$ cat src/rtl/core/cpf_pkg.sv
`default_nettype none
package cpf_pkg;

    // Fixed widths of the item fields.
    localparam int POS_W     = 25;
    localparam int TGT_W     = 18;
    localparam int DIM_W     = 16;
    localparam int SPEED_W   = 24;
    localparam int FT_W      = 10;
    localparam int CFG_IDX_W = 3;
    localparam int CFG_DAT_W = 24;

    // Default fraction bits of the position.
    localparam int FRAC_BITS_DEF = 8;

    // Configuration register indexes.
    localparam logic [CFG_IDX_W-1:0] REG_MAP_WIDTH   = 3'd0;
    localparam logic [CFG_IDX_W-1:0] REG_MAP_HEIGHT  = 3'd1;
    localparam logic [CFG_IDX_W-1:0] REG_VIEW_WIDTH  = 3'd2;
    localparam logic [CFG_IDX_W-1:0] REG_VIEW_HEIGHT = 3'd3;
    localparam logic [CFG_IDX_W-1:0] REG_FOLLOW_SPD  = 3'd4;

    // Item kinds.
    typedef enum logic [1:0] {
        KIND_MOVE  = 2'd0,
        KIND_WARP  = 2'd1,
        KIND_SET   = 2'd2,
        KIND_CLEAR = 2'd3
    } kind_t;

    // Sequencer states.
    typedef enum logic [3:0] {
        S_IDLE,
        S_SQX,
        S_SQY,
        S_STEP,
        S_SQRT,
        S_CHK,
        S_MUL,
        S_DINIT,
        S_DIV,
        S_APPLY,
        S_FIN
    } state_t;

endpackage
`default_nettype wire

$ cat src/rtl/core/cpf_if.sv
`default_nettype none

// Input item channel.
interface cpf_in_if;
    logic                              valid;
    logic                              ready;
    logic [1:0]                        kind;
    logic signed [cpf_pkg::TGT_W-1:0]  target_x;
    logic signed [cpf_pkg::TGT_W-1:0]  target_y;
    logic [cpf_pkg::FT_W-1:0]          frame_time;

    modport source (output valid, kind, target_x, target_y, frame_time, input ready);
    modport sink   (input valid, kind, target_x, target_y, frame_time, output ready);
endinterface

// Result item channel.
interface cpf_out_if;
    logic                              valid;
    logic                              ready;
    logic signed [cpf_pkg::POS_W-1:0]  pos_x;
    logic signed [cpf_pkg::POS_W-1:0]  pos_y;
    logic                              arrived;

    modport source (output valid, pos_x, pos_y, arrived, input ready);
    modport sink   (input valid, pos_x, pos_y, arrived, output ready);
endinterface

// Configuration write channel.
interface cpf_cfg_if;
    logic                              valid;
    logic                              ready;
    logic [cpf_pkg::CFG_IDX_W-1:0]     index;
    logic [cpf_pkg::CFG_DAT_W-1:0]     data;

    modport source (output valid, index, data, input ready);
    modport sink   (input valid, index, data, output ready);
endinterface

`default_nettype wire

$ cat src/rtl/core/clamped_point_follower_core.sv
// Clamped point follower: keeps a view position (fixed point, FRAC_BITS
// fraction bits) on a map and moves it toward targets.
// Channels: in_item carries kind, target point and frame time; out_item
// returns one result per item (position and arrived flag); cfg writes the
// map size, view size and follow speed, always ready, and should only be
// written while the block is idle.
// Throughput: one item at a time; in_item is ready only while the
// sequencer is idle. Warp, set and clear go straight to the final state.
// A move squares both axis differences, forms the step, takes the square
// root and then, if the view really steps, runs two restoring divisions
// of SW = 16 + FRAC_BITS bits, one per axis. One shared multiplier serves
// all products; one square root step and one divide step per cycle.
// The result sits in an output register; a stalled receiver only holds
// the next item in its final state, and the block then waits.
// Reset clears the position, the configuration registers and the
// sequencer and output handshake state; datapath registers are not reset.
`default_nettype none
module clamped_point_follower_core #(
    parameter int FRAC_BITS = cpf_pkg::FRAC_BITS_DEF
) (
    input  wire logic clk,
    input  wire logic rst_n,
    cpf_in_if.sink    in_item,
    cpf_out_if.source out_item,
    cpf_cfg_if.sink   cfg
);
    import cpf_pkg::*;

    // Datapath widths.
    localparam int DW  = POS_W + 1;                 // axis difference / magnitude
    localparam int SW  = SPEED_W + FT_W + FRAC_BITS - 18; // step width
    localparam int BW  = (SW > DW) ? SW : DW;       // multiplier operand B
    localparam int PW  = DW + BW;                   // product width
    localparam int QW  = 2 * DW;                    // radicand width
    localparam int RW  = DW + 2;                    // remainder width
    localparam int CW  = $clog2(BW + 1);
    localparam int PRW = TGT_W + 1;                 // clamp input width

    // Clamp one axis and scale to fixed point, wrapping to the position width.
    function automatic logic [POS_W-1:0] clamp_axis(
        input logic signed [PRW-1:0] p,
        input logic [DIM_W-1:0]      map_sz,
        input logic [DIM_W-1:0]      view_sz
    );
        logic signed [PRW-1:0]   hi;
        logic signed [PRW-1:0]   c;
        logic signed [POS_W-1:0] ce;
        begin
            hi = $signed(PRW'({1'b0, map_sz})) - $signed(PRW'({1'b0, view_sz}));
            c  = (p < 0) ? '0 : p;
            if (c > hi)
                c = hi;
            ce = POS_W'(c);
            clamp_axis = {ce[POS_W-FRAC_BITS-1:0], {FRAC_BITS{1'b0}}};
        end
    endfunction

    // Configuration registers.
    logic [DIM_W-1:0]   map_w_reg, map_h_reg, view_w_reg, view_h_reg;
    logic [SPEED_W-1:0] speed_reg;

    assign cfg.ready = 1'b1;

    always_ff @(posedge clk or negedge rst_n)
    begin
        if (!rst_n)
        begin
            map_w_reg  <= '0;
            map_h_reg  <= '0;
            view_w_reg <= '0;
            view_h_reg <= '0;
            speed_reg  <= '0;
        end
        else if (cfg.valid)
        begin
            case (cfg.index)
                REG_MAP_WIDTH:   map_w_reg  <= cfg.data[DIM_W-1:0];
                REG_MAP_HEIGHT:  map_h_reg  <= cfg.data[DIM_W-1:0];
                REG_VIEW_WIDTH:  view_w_reg <= cfg.data[DIM_W-1:0];
                REG_VIEW_HEIGHT: view_h_reg <= cfg.data[DIM_W-1:0];
                REG_FOLLOW_SPD:  speed_reg  <= cfg.data[SPEED_W-1:0];
                default: ;
            endcase
        end
    end

    // State and datapath registers.
    state_t state_reg, state_next;
    logic signed [POS_W-1:0] pos_x_reg, pos_y_reg;
    logic [POS_W-1:0]        cx_reg, cy_reg, rx_reg, ry_reg;
    logic [FT_W-1:0]         ft_reg;
    logic [DW-1:0]           ax_reg, ay_reg;
    logic                    nx_reg, ny_reg;
    logic [PW-1:0]           prod_reg;
    logic [QW-1:0]           acc_reg;
    logic [RW-1:0]           rem_reg;
    logic [DW-1:0]           root_reg;
    logic [SW-1:0]           step_reg;
    logic [SW-1:0]           num_reg;
    logic [SW-1:0]           quo_reg;
    logic [CW-1:0]           cnt_reg;
    logic                    axis_reg;
    logic                    out_valid_reg;
    logic signed [POS_W-1:0] out_x_reg, out_y_reg;
    logic                    out_arr_reg;

    // Clamped points for the incoming item.
    logic signed [PRW-1:0] px_c, py_c, px_t, py_t;
    logic [POS_W-1:0]      cx_c, cy_c, sx_c, sy_c;
    logic signed [DW-1:0]  dx_c, dy_c;

    always_comb
    begin
        px_t = PRW'(in_item.target_x);
        py_t = PRW'(in_item.target_y);
        px_c = px_t - $signed(PRW'(view_w_reg[DIM_W-1:1]));
        py_c = py_t - $signed(PRW'(view_h_reg[DIM_W-1:1]));
        cx_c = clamp_axis(px_c, map_w_reg, view_w_reg);
        cy_c = clamp_axis(py_c, map_h_reg, view_h_reg);
        sx_c = clamp_axis(px_t, map_w_reg, view_w_reg);
        sy_c = clamp_axis(py_t, map_h_reg, view_h_reg);
        dx_c = DW'($signed(cx_c)) - DW'(pos_x_reg);
        dy_c = DW'($signed(cy_c)) - DW'(pos_y_reg);
    end

    // Shared multiplier.
    logic [DW-1:0] mul_a;
    logic [BW-1:0] mul_b;
    logic [PW-1:0] mul_p;

    always_comb
    begin
        case (state_reg)
            S_SQX:
            begin
                mul_a = ax_reg;
                mul_b = BW'(ax_reg);
            end
            S_SQY:
            begin
                mul_a = ay_reg;
                mul_b = BW'(ay_reg);
            end
            S_STEP:
            begin
                mul_a = DW'(ft_reg);
                mul_b = BW'(speed_reg);
            end
            default:
            begin
                mul_a = axis_reg ? ay_reg : ax_reg;
                mul_b = BW'(step_reg);
            end
        endcase
        mul_p = PW'(mul_a) * PW'(mul_b);
    end

    // Square root and divide steps.
    logic [RW-1:0]           sq_rem, sq_trial;
    logic [DW:0]             dv_trial;
    logic [FT_W+SPEED_W+FRAC_BITS-1:0] step_full;
    logic [BW-1:0]           q_ext;
    logic [POS_W-1:0]        q_mag, q_add;
    logic                    sq_last, dv_last;

    always_comb
    begin
        sq_rem    = {rem_reg[RW-3:0], acc_reg[QW-1:QW-2]};
        sq_trial  = {root_reg, 2'b01};
        dv_trial  = {rem_reg[DW-1:0], num_reg[SW-1]};
        step_full = {prod_reg[FT_W+SPEED_W-1:0], {FRAC_BITS{1'b0}}};
        q_ext     = BW'(quo_reg);
        q_mag     = q_ext[POS_W-1:0];
        q_add     = (axis_reg ? ny_reg : nx_reg) ? (~q_mag + 1'b1) : q_mag;
        sq_last   = (cnt_reg == CW'(DW - 1));
        dv_last   = (cnt_reg == CW'(SW - 1));
    end

    // Next state.
    always_comb
    begin
        state_next = state_reg;
        case (state_reg)
            S_IDLE:
                if (in_item.valid)
                    state_next = (kind_t'(in_item.kind) == KIND_MOVE) ? S_SQX : S_FIN;
            S_SQX:   state_next = S_SQY;
            S_SQY:   state_next = S_STEP;
            S_STEP:  state_next = S_SQRT;
            S_SQRT:  if (sq_last) state_next = S_CHK;
            S_CHK:
                if (root_reg == '0 || DW'(root_reg) <= DW'(step_reg) && SW <= DW
                    || BW'(root_reg) <= BW'(step_reg))
                    state_next = S_FIN;
                else
                    state_next = S_MUL;
            S_MUL:   state_next = S_DINIT;
            S_DINIT: state_next = S_DIV;
            S_DIV:   if (dv_last) state_next = S_APPLY;
            S_APPLY: state_next = axis_reg ? S_FIN : S_MUL;
            S_FIN:   if (!out_valid_reg || out_item.ready) state_next = S_IDLE;
            default: state_next = S_IDLE;
        endcase
    end

    // Handshake outputs.
    always_comb
    begin
        in_item.ready = (state_reg == S_IDLE);
    end

    assign out_item.valid   = out_valid_reg;
    assign out_item.pos_x   = out_x_reg;
    assign out_item.pos_y   = out_y_reg;
    assign out_item.arrived = out_arr_reg;

    // Control registers.
    always_ff @(posedge clk or negedge rst_n)
    begin
        if (!rst_n)
        begin
            state_reg     <= S_IDLE;
            pos_x_reg     <= '0;
            pos_y_reg     <= '0;
            out_valid_reg <= 1'b0;
        end
        else
        begin
            state_reg <= state_next;
            if (state_reg == S_FIN && (!out_valid_reg || out_item.ready))
                out_valid_reg <= 1'b1;
            else if (out_item.ready)
                out_valid_reg <= 1'b0;

            // Position updates.
            if (state_reg == S_IDLE && in_item.valid)
            begin
                case (kind_t'(in_item.kind))
                    KIND_WARP:
                    begin
                        pos_x_reg <= $signed(cx_c);
                        pos_y_reg <= $signed(cy_c);
                    end
                    KIND_SET:
                    begin
                        pos_x_reg <= $signed(sx_c);
                        pos_y_reg <= $signed(sy_c);
                    end
                    KIND_CLEAR:
                    begin
                        pos_x_reg <= '0;
                        pos_y_reg <= '0;
                    end
                    default: ;
                endcase
            end
            else if (state_reg == S_CHK && root_reg != '0 && state_next == S_FIN)
            begin
                pos_x_reg <= $signed(cx_reg);
                pos_y_reg <= $signed(cy_reg);
            end
            else if (state_reg == S_APPLY)
            begin
                if (axis_reg)
                    pos_y_reg <= pos_y_reg + $signed(q_add);
                else
                    pos_x_reg <= pos_x_reg + $signed(q_add);
            end
        end
    end

    // Datapath registers.
    always_ff @(posedge clk)
    begin
        case (state_reg)
            S_IDLE:
            begin
                cx_reg   <= cx_c;
                cy_reg   <= cy_c;
                rx_reg   <= (kind_t'(in_item.kind) == KIND_SET) ? sx_c : cx_c;
                ry_reg   <= (kind_t'(in_item.kind) == KIND_SET) ? sy_c : cy_c;
                ft_reg   <= in_item.frame_time;
                nx_reg   <= dx_c[DW-1];
                ny_reg   <= dy_c[DW-1];
                ax_reg   <= dx_c[DW-1] ? DW'(-dx_c) : DW'(dx_c);
                ay_reg   <= dy_c[DW-1] ? DW'(-dy_c) : DW'(dy_c);
                axis_reg <= 1'b0;
            end
            S_SQX:
                prod_reg <= mul_p;
            S_SQY:
            begin
                acc_reg  <= QW'(prod_reg);
                prod_reg <= mul_p;
            end
            S_STEP:
            begin
                acc_reg  <= acc_reg + QW'(prod_reg);
                prod_reg <= mul_p;
                rem_reg  <= '0;
                root_reg <= '0;
                cnt_reg  <= '0;
            end
            S_SQRT:
            begin
                step_reg <= step_full[FT_W+SPEED_W+FRAC_BITS-1:18];
                acc_reg  <= {acc_reg[QW-3:0], 2'b00};
                cnt_reg  <= cnt_reg + 1'b1;
                if (sq_rem >= sq_trial)
                begin
                    rem_reg  <= sq_rem - sq_trial;
                    root_reg <= {root_reg[DW-2:0], 1'b1};
                end
                else
                begin
                    rem_reg  <= sq_rem;
                    root_reg <= {root_reg[DW-2:0], 1'b0};
                end
            end
            S_MUL:
                prod_reg <= mul_p;
            S_DINIT:
            begin
                rem_reg <= RW'(prod_reg[SW+DW-1:SW]);
                num_reg <= prod_reg[SW-1:0];
                quo_reg <= '0;
                cnt_reg <= '0;
            end
            S_DIV:
            begin
                num_reg <= {num_reg[SW-2:0], 1'b0};
                cnt_reg <= cnt_reg + 1'b1;
                if (dv_trial >= {1'b0, root_reg})
                begin
                    rem_reg <= RW'(dv_trial - {1'b0, root_reg});
                    quo_reg <= {quo_reg[SW-2:0], 1'b1};
                end
                else
                begin
                    rem_reg <= RW'(dv_trial);
                    quo_reg <= {quo_reg[SW-2:0], 1'b0};
                end
            end
            S_APPLY:
                axis_reg <= 1'b1;
            S_FIN:
                if (!out_valid_reg || out_item.ready)
                begin
                    out_x_reg   <= pos_x_reg;
                    out_y_reg   <= pos_y_reg;
                    out_arr_reg <= (pos_x_reg == $signed(rx_reg))
                                   && (pos_y_reg == $signed(ry_reg));
                end
            default: ;
        endcase
    end

endmodule
`default_nettype wire
$ cat src/flat_wrapper.sv
// flat-port wrapper written by rule: the top's interface ports become plain ports
module clamped_point_follower_core_flat import cpf_pkg::*;
#(
    parameter int FRAC_BITS = cpf_pkg::FRAC_BITS_DEF
)
  (clk, rst_n, in_item_valid, in_item_kind, in_item_target_x, in_item_target_y, in_item_frame_time, in_item_ready, out_item_valid, out_item_pos_x, out_item_pos_y, out_item_arrived, out_item_ready, cfg_valid, cfg_index, cfg_data, cfg_ready);
  cpf_in_if in_item_i ();
  cpf_out_if out_item_i ();
  cpf_cfg_if cfg_i ();
  input  wire logic clk;
  input  wire logic rst_n;
  input wire logic [$bits(in_item_i.valid)-1:0] in_item_valid;
  input wire logic [$bits(in_item_i.kind)-1:0] in_item_kind;
  input wire logic [$bits(in_item_i.target_x)-1:0] in_item_target_x;
  input wire logic [$bits(in_item_i.target_y)-1:0] in_item_target_y;
  input wire logic [$bits(in_item_i.frame_time)-1:0] in_item_frame_time;
  output wire logic [$bits(in_item_i.ready)-1:0] in_item_ready;
  output wire logic [$bits(out_item_i.valid)-1:0] out_item_valid;
  output wire logic [$bits(out_item_i.pos_x)-1:0] out_item_pos_x;
  output wire logic [$bits(out_item_i.pos_y)-1:0] out_item_pos_y;
  output wire logic [$bits(out_item_i.arrived)-1:0] out_item_arrived;
  input wire logic [$bits(out_item_i.ready)-1:0] out_item_ready;
  input wire logic [$bits(cfg_i.valid)-1:0] cfg_valid;
  input wire logic [$bits(cfg_i.index)-1:0] cfg_index;
  input wire logic [$bits(cfg_i.data)-1:0] cfg_data;
  output wire logic [$bits(cfg_i.ready)-1:0] cfg_ready;
  assign in_item_i.valid = in_item_valid;
  assign in_item_i.kind = in_item_kind;
  assign in_item_i.target_x = in_item_target_x;
  assign in_item_i.target_y = in_item_target_y;
  assign in_item_i.frame_time = in_item_frame_time;
  assign in_item_ready = in_item_i.ready;
  assign out_item_valid = out_item_i.valid;
  assign out_item_pos_x = out_item_i.pos_x;
  assign out_item_pos_y = out_item_i.pos_y;
  assign out_item_arrived = out_item_i.arrived;
  assign out_item_i.ready = out_item_ready;
  assign cfg_i.valid = cfg_valid;
  assign cfg_i.index = cfg_index;
  assign cfg_i.data = cfg_data;
  assign cfg_ready = cfg_i.ready;
  clamped_point_follower_core #(.FRAC_BITS(FRAC_BITS)) u_core (.clk(clk), .rst_n(rst_n), .in_item(in_item_i), .out_item(out_item_i), .cfg(cfg_i));
endmodule
$ cat config.mk
export PLATFORM = sky130hd
export DESIGN_NAME = clamped_point_follower_core_flat
export DESIGN_NICKNAME = d
export VERILOG_FILES = /design/src/rtl/core/cpf_pkg.sv /design/src/rtl/core/cpf_if.sv /design/src/rtl/core/clamped_point_follower_core.sv /design/src/flat_wrapper.sv
export SDC_FILE = /design/constraint.sdc
export NUM_CORES = 2
export LEC_CHECK = 0
export BUFFER_PORTS_ARGS = -buffer_cell sky130_fd_sc_hd__buf_2
export CAP_MARGIN = 20
export CORE_ASPECT_RATIO = 0.6
export CORE_MARGIN = 2
export CORE_UTILIZATION = 30
export CTS_CLUSTER_SIZE = 12
export DETAILED_ROUTE_END_ITERATION = 10
export HOLD_SLACK_MARGIN = 0.1
export SYNTH_ARGS = -nofsm -noshare
export SYNTH_HDL_FRONTEND = slang
export SYNTH_SLANG_ARGS = --single-unit
$ cat constraint.sdc
create_clock -name clk -period 15.3 [get_ports clk]
set_input_delay 3.06 -clock clk [delete_from_list [all_inputs] [get_ports clk]]
set_output_delay 3.06 -clock clk [all_outputs]
set_load 0.005 [all_outputs]
==> results by group <==
Final layout
  – Most common cell after layout, fill and taps aside: inv_1
  – Fill count: 21280
  – Commonest cells after routing, fill and taps aside: inv_1, nand2_1, fa_1
  – Layout Nets: 8110
  – Final core occ: 33.47%
  – Area Growth Syn to Fin: 10.66%
  – Share of cells above drive strength 1: under 10%
  – Final instance area: roughly 0.069 mm²

Min path
  – Worst Hold Launch: u_core.num_reg[10]$_DFFE_PP_
  – Worst min path class: register to register

Clock network
  – Postcts setup bufs: 0
  – CTS Root Cell: clkbuf_16
  – Post-CTS sizing: 0
  – Clock Latency Late Sink: about 710 ps
  – Maximum clock insertion buffer count: 3
  – Cts hold-fix bufs: 0
  – CTS tree: built
  – Clock sink total: between 500 and 600
  – Clk slew on worst S/H paths: 60 ps
  – Clock buffer count from CTS: 68
  – Htree depth: 3

Setup path
  – Cell family with most CP delay: compound AO/OA/AOI/OAI gates
  – Crit path max-delay cell type: a221oi_1
  – Setup crit end kind: register
  – Crit-path most repeated cell: o21ai_0
  – Critical path buffers and inverters: 7
  – Arrival time at the worst endpoint: 12290 ps
  – Critical path type: input pin to register
  – Worst flop-to-flop path startpoint: u_core.state_reg[0]$_DFF_PN0_
  – Worst Path Max Fanout: 21
  – CP required: 15740 ps
  – CP startpoint: in_item_target_x[0]
  – Startpoint class of the critical path: input pin
  – CP max stage delay: between 600 and 700 ps

Synthesis
  – Top cells by area, synth: edfxtp_1, fa_1, ha_1
  – Async set-reset flop share out of synthesis: 25.54%
  – Number of flops mapped to enable cells by yosys: 417
  – Area leader, netlist: edfxtp_1
  – Synthesized flop and latch total: 560
  – YS warnings: 0
  – Register area share after synthesis: approximately a quarter
  – Area share of the largest cell type after synthesis: 20.04%
  – Post-Synthesis Cells: between 6000 and 7000
  – Synth cell types: 102
  – Synth Flop Type: edfxtp_1
  – Syn_area_per_cell: 9.160 µm²
  – Cell Area, Synth: 0.06248 mm²
  – Syn nets: between 8000 and 9000

Timing
  – Final period utilization: 77.49%
  – F_max: 0.08435 GHz
  – Final hold violation count: 0
  – Setup TNS Final: 0 ps
  – Fin crit period: 11860 ps
  – Worst-Margin Slew: approximately 1400 ps
  – Rel. slew slack: 9.385%
  – Clk_skew: 52.96 ps
  – Final setup fails: 0
  – RSZ-0062 raised after global routing: no
  – Pins Over Slew Limit: 0

Detailed routing
  – Routed length per instance: 24.60 µm
  – Total number of vias: 53260
  – DRC errors left: 0
  – Vias per cell: between 5 and 6
  – Drt first pass iters: 6
  – WL final: 239.0 mm
  – Routed Antenna Nets: 0
  – Detailed router's first-iteration violation count: 6502

Floorplan
  – DIE HEIGHT: 357.5 µm
  – Die area: 0.2120 mm²
  – Die Span X: 593.2 µm
  – # IOs: 134
  – Core area: roughly 0.21 mm²
  – Starting density of the core: slightly above 30%
  – Std-Cell Rows: 129

Global routing
  – GRT overflow: 0
  – Global-route wire length before repair: roughly 350 mm
  – Largest net degree at the start of global routing: 62
  – Met3 Use GR: 9.194%
  – Initial antenna violation count: 14
  – Total track usage: 22.26%
  – GR peak layer: met1
  – Met2 Usage GRT: 27.22%
  – M1 GR Usage: 35.17%
  – Number of global-route vias before repair: roughly 51000

Place
  – Port Buf Inserts: 132
  – GPL Wtd Cong: 0.9743
  – Hpwl dp: 192.0 mm
  – Dpl cell area: about 0.067 mm²

Outcome
  – Outcome: completed

Job
  – Maxcap violations: 0
-- final cells by class --
type | count | area [µm²] | share of cell area (%)
repair buffers | 265 | 1694 | 2.450
clock buffers | 92 | 1917 | 2.772
flip-flops and latches | 560 | 16100 | 23.29
diodes | 5 | 12.51 | 0.01810
clock inverters | 34 | 337.8 | 0.4886
inverters | 903 | 3391 | 4.904
well taps | 2751 | 3442 | 4.978
multi-input cells | 5107 | 42240 | 61.10
-- cell families after synthesis --
logic type	after synthesis	synth area share, %
adders and majority gates	1125	29.52
buffers and inverters	1154	7.045
DFF	560	25.77
AOI/OAI and AO/OA	1444	14.97
and+or+nand+nor	1992	14.43
xor gates and xnor gates	355	4.977
muxes	190	3.282
other	1	0.006002
-- tightest hold or removal path: stages (launching register included) --
cell and delay (ps):
edfxtp_1 310, nand2_1 50, nand2_1 50
-- routing by layer --
metal  vias up  wire length, µm
met3       245            35570
met4        12             4359
li1      23460                -
met5         -               74
met1     26550           114200
met2      2989            84820
-- through the flow --
step	hold slack [ps]	setup WS, ps	cells
3_5_place_dp	492.0	3044	9580
5_1_grt	515.9	3034	9712
4_1_cts	473.6	3719	9706
2_1_floorplan	447.8	2159	6821
6_report	466.0	3444	9717
3_3_place_gp	489.6	3085	9578
-- Yosys cell counts (all sizes together) (43+ instances only) --
| cell | count |
|---|---|
| inv | 898 |
| nand3 | 96 |
| or3 | 50 |
| a22oi | 51 |
| nor2b | 72 |
| o21a | 86 |
| xnor2 | 205 |
| a31oi | 50 |
| a21o | 141 |
| clkbuf | 207 |
| fa | 582 |
| a21oi | 367 |
| edfxtp | 417 |
| mux2i | 87 |
| xor2 | 150 |
| nand2 | 794 |
| and3 | 70 |
| dfrtp | 143 |
| mux2 | 103 |
| ha | 543 |
| o21ai | 357 |
| nor3 | 92 |
| and2 | 43 |
| buf | 44 |
| nor2 | 553 |
| a211oi | 58 |
| nand2b | 82 |
-- final timing paths --
kind / to / slack [ps] / depth (start not counted)
worst max-delay path: u_core.ax_reg[5]$_DFFE_PP_ / 3440 / 36
worst min-delay path: u_core.num_reg[11]$_DFFE_PP_ / 470 / 2
worst max register to register: u_core.prod_reg[48]$_DFFE_PP_ / 4660 / 32
min in group asynchronous: u_core.view_w_reg[7]$_DFFE_PN0P_ / 2400 / 1
max in group asynchronous: u_core.pos_y_reg[22]$_DFFE_PN0P_ / 11050 / 3
worst min register to register: u_core.num_reg[11]$_DFFE_PP_ / 470 / 2
Power is not shown: default switching activity piles up to over one toggle a cycle in this logic, so the estimate is an artifact.
